==> config.mk <==
export PLATFORM = sky130hd
export DESIGN_NAME = radix_digit_converter
export DESIGN_NICKNAME = d
export VERILOG_FILES = /design/src/rtl/core/rdc_pkg.sv /design/src/rtl/core/rdc_front.sv /design/src/rtl/core/rdc_queue.sv /design/src/rtl/core/rdc_div.sv /design/src/rtl/core/rdc_back.sv /design/src/rtl/core/radix_digit_converter.sv
export SDC_FILE = /design/constraint.sdc
export NUM_CORES = 1
export LEC_CHECK = 0
export BUFFER_PORTS_ARGS = -buffer_cell sky130_fd_sc_hd__buf_2
export CAP_MARGIN = 10
export CORE_ASPECT_RATIO = 0.6
export CORE_UTILIZATION = 65
export CTS_BUF_LIST = sky130_fd_sc_hd__clkbuf_2 sky130_fd_sc_hd__clkbuf_4 sky130_fd_sc_hd__clkbuf_8
export CTS_CLUSTER_DIAMETER = 120
export DETAILED_ROUTE_END_ITERATION = 8
export PLACE_DENSITY_LB_ADDON = 0.1
export SETUP_SLACK_MARGIN = 0.05
export SLEW_MARGIN = 20
export SYNTH_ARGS = -nofsm -noshare
export SYNTH_HDL_FRONTEND = slang
export SYNTH_HIERARCHICAL = 1
export SYNTH_SLANG_ARGS = --single-unit
==> constraint.sdc <==
create_clock -name clk -period 7.6 [get_ports clk]
set_clock_uncertainty 0.1 [all_clocks]
set_input_delay 0.76 -clock clk [delete_from_list [all_inputs] [get_ports clk]]
set_output_delay 0.76 -clock clk [all_outputs]
set_load 0.02 [all_outputs]
==> src/rtl/core/rdc_pkg.sv <==
`default_nettype none

package rdc_pkg;

  // Field widths
  localparam int VALUE_BITS = 31;
  localparam int BASE_BITS  = 6;
  localparam int DIGIT_BITS = 6;
  localparam int CHAR_BITS  = 7;

  // Base limits and character mapping
  localparam logic [BASE_BITS-1:0]  BASE_MIN      = 6'd2;
  localparam logic [BASE_BITS-1:0]  BASE_MAX      = 6'd36;
  localparam logic [DIGIT_BITS-1:0] DEC_LIMIT     = 6'd9;
  localparam logic [CHAR_BITS-1:0]  LETTER_OFFSET = 7'd55;
  localparam logic [CHAR_BITS-1:0]  ZERO_CHAR     = 7'd48;
  localparam logic [CHAR_BITS-1:0]  BAD_CHAR      = 7'd0;

  // One classified item between front and back
  typedef struct packed {
    logic [VALUE_BITS-1:0] value;
    logic [BASE_BITS-1:0]  base;
    logic                  bad;
  } item_t;

  // Digit value to ASCII: 0-9 -> '0'-'9', 10-35 -> 'A'-'Z'
  function automatic logic [CHAR_BITS-1:0] digit_to_ascii(input logic [DIGIT_BITS-1:0] d);
    logic [CHAR_BITS-1:0] dw;
    dw = {1'b0, d};
    if (d > DEC_LIMIT) begin
      return dw + LETTER_OFFSET;
    end
    return dw + ZERO_CHAR;
  endfunction

endpackage

`default_nettype wire

==> src/rtl/core/rdc_front.sv <==
`default_nettype none

module rdc_front #(
  parameter int VW = 31
) (
  input  wire logic                                 in_valid,
  input  wire logic [rdc_pkg::VALUE_BITS-1:0]       in_value,
  input  wire logic [rdc_pkg::BASE_BITS-1:0]        in_target_base,
  output logic                                      in_ready,
  output logic                                      push_valid,
  output rdc_pkg::item_t                            push_item,
  input  wire logic                                 push_ready
);

  // Mask for the bits of value that take part in the conversion
  localparam logic [rdc_pkg::VALUE_BITS-1:0] VMASK =
    (VW >= rdc_pkg::VALUE_BITS) ? '1 :
    rdc_pkg::VALUE_BITS'((64'd1 << VW) - 64'd1);

  // Transfer straight into the queue
  assign in_ready   = push_ready;
  assign push_valid = in_valid;

  // Classify base and trim the value
  always_comb begin
    push_item.value = in_value & VMASK;
    push_item.base  = in_target_base;
    push_item.bad   = (in_target_base < rdc_pkg::BASE_MIN) ||
                      (in_target_base > rdc_pkg::BASE_MAX);
  end

endmodule

`default_nettype wire

==> src/rtl/core/rdc_queue.sv <==
`default_nettype none

module rdc_queue (
  input  wire logic            clk,
  input  wire logic            rst_n,
  input  wire logic            push_valid,
  input  wire rdc_pkg::item_t  push_item,
  output logic                 push_ready,
  output logic                 pop_valid,
  output rdc_pkg::item_t       pop_item,
  input  wire logic            pop_ready
);

  // Two-entry queue
  rdc_pkg::item_t entry_r [2];
  logic       wr_ptr_r, wr_ptr_nxt;
  logic       rd_ptr_r, rd_ptr_nxt;
  logic [1:0] count_r, count_nxt;
  logic       do_push, do_pop;

  assign push_ready = (count_r != 2'd2);
  assign pop_valid  = (count_r != 2'd0);
  assign pop_item   = entry_r[rd_ptr_r];
  assign do_push    = push_valid && push_ready;
  assign do_pop     = pop_valid && pop_ready;

  // Pointer and fill update
  always_comb begin
    wr_ptr_nxt = do_push ? ~wr_ptr_r : wr_ptr_r;
    rd_ptr_nxt = do_pop ? ~rd_ptr_r : rd_ptr_r;
    count_nxt  = count_r;
    if (do_push && !do_pop) begin
      count_nxt = count_r + 2'd1;
    end else if (do_pop && !do_push) begin
      count_nxt = count_r - 2'd1;
    end
  end

  always_ff @(posedge clk) begin
    if (!rst_n) begin
      wr_ptr_r <= 1'b0;
      rd_ptr_r <= 1'b0;
      count_r  <= 2'd0;
    end else begin
      wr_ptr_r <= wr_ptr_nxt;
      rd_ptr_r <= rd_ptr_nxt;
      count_r  <= count_nxt;
    end
  end

  // Payload storage
  always_ff @(posedge clk) begin
    if (do_push) begin
      entry_r[wr_ptr_r] <= push_item;
    end
  end

endmodule

`default_nettype wire

==> src/rtl/core/rdc_div.sv <==
`default_nettype none

module rdc_div #(
  parameter int VW = 31
) (
  input  wire logic                             clk,
  input  wire logic                             rst_n,
  input  wire logic                             start,
  input  wire logic [VW-1:0]                    dividend,
  input  wire logic [rdc_pkg::BASE_BITS-1:0]    divisor,
  output logic                                  done,
  output logic [VW-1:0]                         quotient,
  output logic [rdc_pkg::DIGIT_BITS-1:0]        remainder
);

  localparam int CNTW = $clog2(VW);

  // Restoring divider, one quotient bit per cycle
  logic [VW-1:0]                      acc_r, acc_nxt;
  logic [rdc_pkg::DIGIT_BITS-1:0]     rem_r, rem_nxt;
  logic [rdc_pkg::BASE_BITS-1:0]      div_r, div_nxt;
  logic [CNTW-1:0]                    cnt_r, cnt_nxt;
  logic                               busy_r, busy_nxt;
  logic                               done_r, done_nxt;
  logic [rdc_pkg::DIGIT_BITS:0]       trial;
  logic [rdc_pkg::DIGIT_BITS:0]       diff;
  logic                               fits;

  assign trial = {rem_r, acc_r[VW-1]};
  assign diff  = trial - {1'b0, div_r};
  assign fits  = (trial >= {1'b0, div_r});

  always_comb begin
    acc_nxt  = acc_r;
    rem_nxt  = rem_r;
    div_nxt  = div_r;
    cnt_nxt  = cnt_r;
    busy_nxt = busy_r;
    done_nxt = 1'b0;
    if (start) begin
      acc_nxt  = dividend;
      rem_nxt  = '0;
      div_nxt  = divisor;
      cnt_nxt  = CNTW'(VW - 1);
      busy_nxt = 1'b1;
    end else if (busy_r) begin
      rem_nxt = fits ? diff[rdc_pkg::DIGIT_BITS-1:0] : trial[rdc_pkg::DIGIT_BITS-1:0];
      acc_nxt = {acc_r[VW-2:0], fits};
      cnt_nxt = cnt_r - CNTW'(1);
      if (cnt_r == '0) begin
        busy_nxt = 1'b0;
        done_nxt = 1'b1;
      end
    end
  end

  always_ff @(posedge clk) begin
    if (!rst_n) begin
      busy_r <= 1'b0;
      done_r <= 1'b0;
    end else begin
      busy_r <= busy_nxt;
      done_r <= done_nxt;
    end
  end

  always_ff @(posedge clk) begin
    acc_r <= acc_nxt;
    rem_r <= rem_nxt;
    div_r <= div_nxt;
    cnt_r <= cnt_nxt;
  end

  assign done      = done_r;
  assign quotient  = acc_r;
  assign remainder = rem_r;

endmodule

`default_nettype wire

==> src/rtl/core/rdc_back.sv <==
`default_nettype none

module rdc_back #(
  parameter int VW = 31
) (
  input  wire logic                             clk,
  input  wire logic                             rst_n,
  input  wire logic                             q_valid,
  input  wire rdc_pkg::item_t                   q_item,
  output logic                                  q_ready,
  output logic                                  out_valid,
  output logic [rdc_pkg::CHAR_BITS-1:0]         out_digit_char,
  output logic                                  out_last_digit,
  output logic                                  out_bad_base,
  input  wire logic                             out_ready
);

  localparam int DEPTH = VW;
  localparam int IDXW  = $clog2(DEPTH);

  typedef enum logic [5:0] {
    S_IDLE  = 6'b000001,
    S_START = 6'b000010,
    S_DIV   = 6'b000100,
    S_READ  = 6'b001000,
    S_LOAD  = 6'b010000,
    S_SHOW  = 6'b100000
  } state_t;

  state_t                             state_r, state_nxt;
  logic [VW-1:0]                      quo_r, quo_nxt;
  logic [rdc_pkg::BASE_BITS-1:0]      base_r, base_nxt;
  logic [IDXW-1:0]                    cnt_r, cnt_nxt;
  logic [IDXW-1:0]                    ptr_r, ptr_nxt;
  logic [rdc_pkg::DIGIT_BITS-1:0]     rd_data_r;
  logic                               out_valid_r, out_valid_nxt;
  logic [rdc_pkg::CHAR_BITS-1:0]      out_char_r, out_char_nxt;
  logic                               out_last_r, out_last_nxt;
  logic                               out_bad_r, out_bad_nxt;
  logic                               store_wr;

  logic [rdc_pkg::DIGIT_BITS-1:0]     store_mem [DEPTH];

  logic                               div_start;
  logic                               div_done;
  logic [VW-1:0]                      div_quot;
  logic [rdc_pkg::DIGIT_BITS-1:0]     div_rem;

  // Shared bit-serial divider
  rdc_div #(.VW(VW)) u_div (
    .clk       (clk),
    .rst_n     (rst_n),
    .start     (div_start),
    .dividend  (quo_r),
    .divisor   (base_r),
    .done      (div_done),
    .quotient  (div_quot),
    .remainder (div_rem)
  );

  assign div_start = (state_r == S_START);
  assign q_ready   = (state_r == S_IDLE);
  assign store_wr  = (state_r == S_DIV) && div_done;

  // Sequencer: divide until quotient is zero, then play digits back MSD first
  always_comb begin
    state_nxt     = state_r;
    quo_nxt       = quo_r;
    base_nxt      = base_r;
    cnt_nxt       = cnt_r;
    ptr_nxt       = ptr_r;
    out_valid_nxt = out_valid_r;
    out_char_nxt  = out_char_r;
    out_last_nxt  = out_last_r;
    out_bad_nxt   = out_bad_r;
    case (state_r)
      S_IDLE: begin
        if (q_valid) begin
          if (q_item.bad) begin
            out_valid_nxt = 1'b1;
            out_char_nxt  = rdc_pkg::BAD_CHAR;
            out_last_nxt  = 1'b1;
            out_bad_nxt   = 1'b1;
            state_nxt     = S_SHOW;
          end else begin
            quo_nxt   = q_item.value[VW-1:0];
            base_nxt  = q_item.base;
            cnt_nxt   = '0;
            state_nxt = S_START;
          end
        end
      end
      S_START: begin
        state_nxt = S_DIV;
      end
      S_DIV: begin
        if (div_done) begin
          quo_nxt = div_quot;
          if ((div_quot != '0) && (cnt_r != IDXW'(DEPTH - 1))) begin
            cnt_nxt   = cnt_r + IDXW'(1);
            state_nxt = S_START;
          end else begin
            ptr_nxt   = cnt_r;
            state_nxt = S_READ;
          end
        end
      end
      S_READ: begin
        state_nxt = S_LOAD;
      end
      S_LOAD: begin
        out_valid_nxt = 1'b1;
        out_char_nxt  = rdc_pkg::digit_to_ascii(rd_data_r);
        out_last_nxt  = (ptr_r == '0);
        out_bad_nxt   = 1'b0;
        state_nxt     = S_SHOW;
      end
      S_SHOW: begin
        if (out_ready) begin
          out_valid_nxt = 1'b0;
          if (out_last_r) begin
            state_nxt = S_IDLE;
          end else begin
            ptr_nxt   = ptr_r - IDXW'(1);
            state_nxt = S_READ;
          end
        end
      end
      default: begin
        state_nxt     = S_IDLE;
        out_valid_nxt = 1'b0;
      end
    endcase
  end

  always_ff @(posedge clk) begin
    if (!rst_n) begin
      state_r     <= S_IDLE;
      out_valid_r <= 1'b0;
      quo_r       <= '0;
      cnt_r       <= '0;
    end else begin
      state_r     <= state_nxt;
      out_valid_r <= out_valid_nxt;
      quo_r       <= quo_nxt;
      cnt_r       <= cnt_nxt;
    end
  end

  always_ff @(posedge clk) begin
    base_r     <= base_nxt;
    ptr_r      <= ptr_nxt;
    out_char_r <= out_char_nxt;
    out_last_r <= out_last_nxt;
    out_bad_r  <= out_bad_nxt;
  end

  // Digit store, least significant digit at index 0
  always_ff @(posedge clk) begin
    if (store_wr) begin
      store_mem[cnt_r] <= div_rem;
    end
    rd_data_r <= store_mem[ptr_r];
  end

  assign out_valid      = out_valid_r;
  assign out_digit_char = out_char_r;
  assign out_last_digit = out_last_r;
  assign out_bad_base   = out_bad_r;

endmodule

`default_nettype wire

==> src/rtl/core/radix_digit_converter.sv <==
// For an invalid base, the item passes through the queue and the back end then
// raises out_valid from a register. A valid item is divided digit by digit in the
// shared bit-serial divider; each digit is then read from the store and presented.
// The back end takes one item at a time; a two-entry queue takes further items
// meanwhile. Reset (rst_n low, synchronous) empties the queue and drops any
// pending result.
`default_nettype none

module radix_digit_converter #(
  parameter int VALUE_WIDTH = 31
) (
  input  wire logic                             clk,
  input  wire logic                             rst_n,
  input  wire logic                             in_valid,
  output logic                                  in_ready,
  input  wire logic [rdc_pkg::VALUE_BITS-1:0]   in_value,
  input  wire logic [rdc_pkg::BASE_BITS-1:0]    in_target_base,
  output logic                                  out_valid,
  input  wire logic                             out_ready,
  output logic [rdc_pkg::CHAR_BITS-1:0]         out_digit_char,
  output logic                                  out_last_digit,
  output logic                                  out_bad_base
);

  // Bits of value that take part in the conversion
  localparam int VW = (VALUE_WIDTH < rdc_pkg::VALUE_BITS) ? VALUE_WIDTH : rdc_pkg::VALUE_BITS;

  logic           push_valid;
  logic           push_ready;
  rdc_pkg::item_t push_item;
  logic           pop_valid;
  logic           pop_ready;
  rdc_pkg::item_t pop_item;

  // Front: accept and classify
  rdc_front #(.VW(VW)) u_front (
    .in_valid       (in_valid),
    .in_value       (in_value),
    .in_target_base (in_target_base),
    .in_ready       (in_ready),
    .push_valid     (push_valid),
    .push_item      (push_item),
    .push_ready     (push_ready)
  );

  // Queue between front and back
  rdc_queue u_queue (
    .clk        (clk),
    .rst_n      (rst_n),
    .push_valid (push_valid),
    .push_item  (push_item),
    .push_ready (push_ready),
    .pop_valid  (pop_valid),
    .pop_item   (pop_item),
    .pop_ready  (pop_ready)
  );

  // Back: divide, store digits, emit
  rdc_back #(.VW(VW)) u_back (
    .clk            (clk),
    .rst_n          (rst_n),
    .q_valid        (pop_valid),
    .q_item         (pop_item),
    .q_ready        (pop_ready),
    .out_valid      (out_valid),
    .out_digit_char (out_digit_char),
    .out_last_digit (out_last_digit),
    .out_bad_base   (out_bad_base),
    .out_ready      (out_ready)
  );

endmodule

`default_nettype wire

==> summary.txt <==
Min path
  • Number of cells on the worst hold path: 1
  • Origin of the worst min-delay path: in_value[12]
  • Endpoint of the worst hold-timing path: u_queue/entry_r[1][19]
  • Type of the most critical hold path: input port to register

Floorplanning
  • Width of the die: 206 um
  • Chip Height: 124 um
  • Core Footprint: 24300 um2
  • Row count: 44
  • I/O pin total: 52
  • Die Area: 25700 um2
  • Initial cell density of the core: 0.668

Layout
  • Share of cells above drive strength 1: 0.253
  • Layout fillers: 1570
  • Number of standard cells in the layout, taps in and fillers out: 1469
  • Syn-to-layout area delta: 8.04%
  • Area of the multi-input gates: 4660 um2
  • Antenna cell count: 0
  • Design area: 17600 um2
  • Count of nets after finishing: 1164
  • Combined flip-flop and latch cell area: 10900 um2
  • Post-Route Utilization: 0.722

Timing
  • Worst slew pin tran: 1.09 ns
  • RSZ-0062 raised after global routing: false
  • Number of endpoints with negative hold slack in the final report: 0
  • Worst hold slack: 0.265 ns
  • Upper clock frequency limit: 317 MHz
  • Period utilisation layout: 0.416
  • Count of endpoints failing setup in the final report: 0
  • Sum Neg Setup Slack: 0 ns
  • Final critical-path required period: between 3 and 4 ns
  • Pins Over Slew Limit: 0
  • Worst-case headroom to the max-slew limit: 0.272

Synth
  • Proportion of register bits with asynchronous set or reset after synthesis: 0
  • Post-synthesis cell area: 16300 um2
  • Number of synthesized flops with an enable pin: 319
  • Number of warnings issued by yosys: 6
  • Most used standard cells in the synthesized netlist: sky130_fd_sc_hd__edfxtp_1, sky130_fd_sc_hd__nand2_1, sky130_fd_sc_hd__nor2_1
  • Leading register cell type out of synthesis: sky130_fd_sc_hd__edfxtp_1
  • Post-synthesis area per instance: roughly 15 um2
  • Most used standard cell by instance count after synthesis: sky130_fd_sc_hd__edfxtp_1
  • Main area contributors after synthesis: sky130_fd_sc_hd__edfxtp_1, sky130_fd_sc_hd__dfxtp_1, sky130_fd_sc_hd__mux4_2, sky130_fd_sc_hd__mux2_2, sky130_fd_sc_hd__buf_4
  • Register area share after synthesis: 0.672
  • Most area-hungry cell type in the Yosys netlist: sky130_fd_sc_hd__edfxtp_1
  • Register bit count reported by yosys: between 300 and 400
  • Library cells used by synthesis: 74
  • Total nets after synthesis: about 1100
  • Syn Inst Count: 1075
  • Area fraction of the dominant cell type after synthesis: 0.589

Routing
  • Remaining antenna violation count: 0
  • Sum of routed wire length over all layers: 30.5 mm
  • Drt via density: 6.04
  • Residual DRC: 0
  • Routed wire length per instance: 20.7 um
  • DRT Pass-1 Iters: 5
  • Number of vias after detailed routing: 8871
  • First-iteration detailed-routing DRC count: 847

Place
  • Placer congestion estimate: 0.849
  • Post-detail-place hpwl: 19.5 mm
  • Count of port buffers added during placement: just over 50
  • Area after DPL: 16400 um2
  • Cell Count Post-Placement: around 1400

Worst setup path
  • Largest driver fanout on the critical path: 35
  • Reg2Reg Capture Point: u_back/store_mem[16][0]
  • Data arrival time at the worst-slack endpoint: 3.27 ns
  • Worst reg2reg path startpoint: u_back/state_r[2]
  • Kind of end point of the critical path: register
  • Flop-to-flop setup slack: 4.44 ns
  • R2r worst-path depth: 5
  • Type of the setup path with the least slack: register to register
  • Critical path startpoint category: register
  • Data required time of the worst path: 7.71 ns

Global route
  • Number of antenna violations at the first check in global routing: 0
  • Vias in the first global route: 8387
  • First-pass GRT wire length: approximately 48 mm
  • Pin count of the biggest net entering global routing: 64
  • Sum of overflow across all layers after global routing: 0
  • GRT Util Overall: 0.247

Clock tree
  • Worst-skew pair later-pin latency: 0.58 ns
  • Post_cts resized: 0
  • # clock sinks: roughly 390
  • Maximum clock insertion buffer count: 3
  • Clock-pin slew on the worst setup and hold paths: 0.07 ns
  • Library cell used as clock root buffer: sky130_fd_sc_hd__clkbuf_8
  • TritonCTS buffer count: 54
  • Post-CTS setup repair buffer count: 0
  • Clock tree from TritonCTS: yes
  • Maximum level of the CTS H-tree: 2
  • Post-CTS Hold Fix Bufs: 0

Status
  • Outcome: complete, no violations

Pwr
  • Static power due to leakage: 5.99 nW
  • Power density relative to cell area: 302 nW/um2
  • Worst vdd rail ir drop: 0.000192 V

Flow run
  • Count of max-cap constraint violations: 0
## per-stage QoR
stage / total power, W / setup WS, ns
floorplan: 0.00346 / 4.33
global placement: 0.00368 / 4.41
finish: 0.00530 / 4.44
global route: 0.00555 / 4.12
detailed placement: 0.00371 / 4.37
CTS: 0.00533 / 4.35
## metal layers
metal	part of all wire	GRT usage	wire (um)	up-vias
met5	0	0	0	-
met4	0.010	0.0510	312	0
met3	0.10	0.0586	3030	33
met2	0.40	0.311	12100	378
met1	0.49	0.427	15000	4370
li1	-	-	-	4090
## where the power goes
part	leakage, nW	switching (W)	internal [W]
Combinational	1.93	0.000520	0.000327
Clock	0.601	0.000735	0.000895
Sequential	3.46	0.000151	0.00267
## worst max-delay path, stage by stage, from the launching register on
cell and delay (ns):
sky130_fd_sc_hd__dfxtp_1 0.58, sky130_fd_sc_hd__nor4b_4 0.32, sky130_fd_sc_hd__nand2_2 0.50, sky130_fd_sc_hd__nor2_1 0.36, sky130_fd_sc_hd__nand2_1 0.27, sky130_fd_sc_hd__nor2_1 0.66
## worst max-delay path by stage
stage,start,end,slack [ns],depth (start not counted)
6_report,u_back/state_r[2],u_back/store_mem[16][0],4.44,5
3_5_place_dp,u_back/state_r[4],u_back/u_div/quotient[23],4.37,5
4_1_cts,u_back/state_r[5],u_back/u_div/quotient[7],4.35,5
5_1_grt,register,u_back/quo_r[16],4.12,7
2_1_floorplan,u_back/state_r[4],u_back/u_div/quotient[0],4.33,7
3_3_place_gp,u_back/state_r[4],u_back/u_div/quotient[22],4.41,5
## registers in the layout, indices dropped and copies added, names as in the netlist, 2 cells and up, named ones only
signal,cells
u_back/ptr_r,5
u_back/u_div/quotient,31
u_back/state_r,6
u_back/u_div/remainder,6
u_queue/entry_r,76
u_queue/count_r,2
u_back/out_digit_char,7
u_back/rd_data_r,6
u_back/base_r,6
u_back/u_div/cnt_r,5
u_back/quo_r,31
u_back/u_div/div_r,6
u_back/store_mem,186
u_back/cnt_r,5
## placed cells by master, fill, tap and decap left out, drive strengths merged, types with 3 or more instances in the layout
| cell type | synthesis | routed |
|---|---|---|
| a21oi | 15 | 15 |
| nor4 | 8 | 8 |
| mux2 | 72 | 72 |
| a22o | 7 | 7 |
| nor3 | 7 | 7 |
| edfxtp | 319 | 319 |
| inv | 28 | 28 |
| nand2b | 8 | 8 |
| dfxtp | 67 | 67 |
| and3 | 3 | 3 |
| nand4 | 3 | 3 |
| mux2i | 29 | 29 |
| clkinv | 0 | 11 |
| a311oi | 31 | 31 |
| a221oi | 5 | 5 |
| nor2 | 97 | 97 |
| a211oi | 4 | 4 |
| mux4 | 43 | 43 |
| or3 | 6 | 6 |
| o21ai | 24 | 24 |
| buf | 70 | 63 |
| xnor2 | 14 | 14 |
| nand2 | 99 | 99 |
| and2 | 7 | 7 |
| xor2 | 6 | 6 |
| clkbuf | 21 | 87 |
| o22ai | 3 | 3 |
| nor2b | 8 | 8 |
| nand3 | 7 | 7 |
| ha | 19 | 19 |
| nand3b | 6 | 6 |
| nor4b | 4 | 4 |
## logic make-up after synthesis
kind of cell	count (synthesis)	share of synthesized area
DFF	386	0.672
and+or+nand+nor	272	0.0798
muxes	144	0.128
buffers and inverters	119	0.0424
AOI/OAI and AO/OA	114	0.0516
xor gates and xnor gates	20	0.0108
adders and majority gates	20	0.0159
## layout make-up
cell class | count | share of cell area
multi-input combinational | 570 | 0.266
clock inverter | 13 | 0.00485
sequential | 386 | 0.622
clock buffer | 87 | 0.0589
tap | 322 | 0.0229
timing repair buffer | 63 | 0.0197
inverter | 28 | 0.00599
No activity file was read; power rests on OpenSTA's default activity.
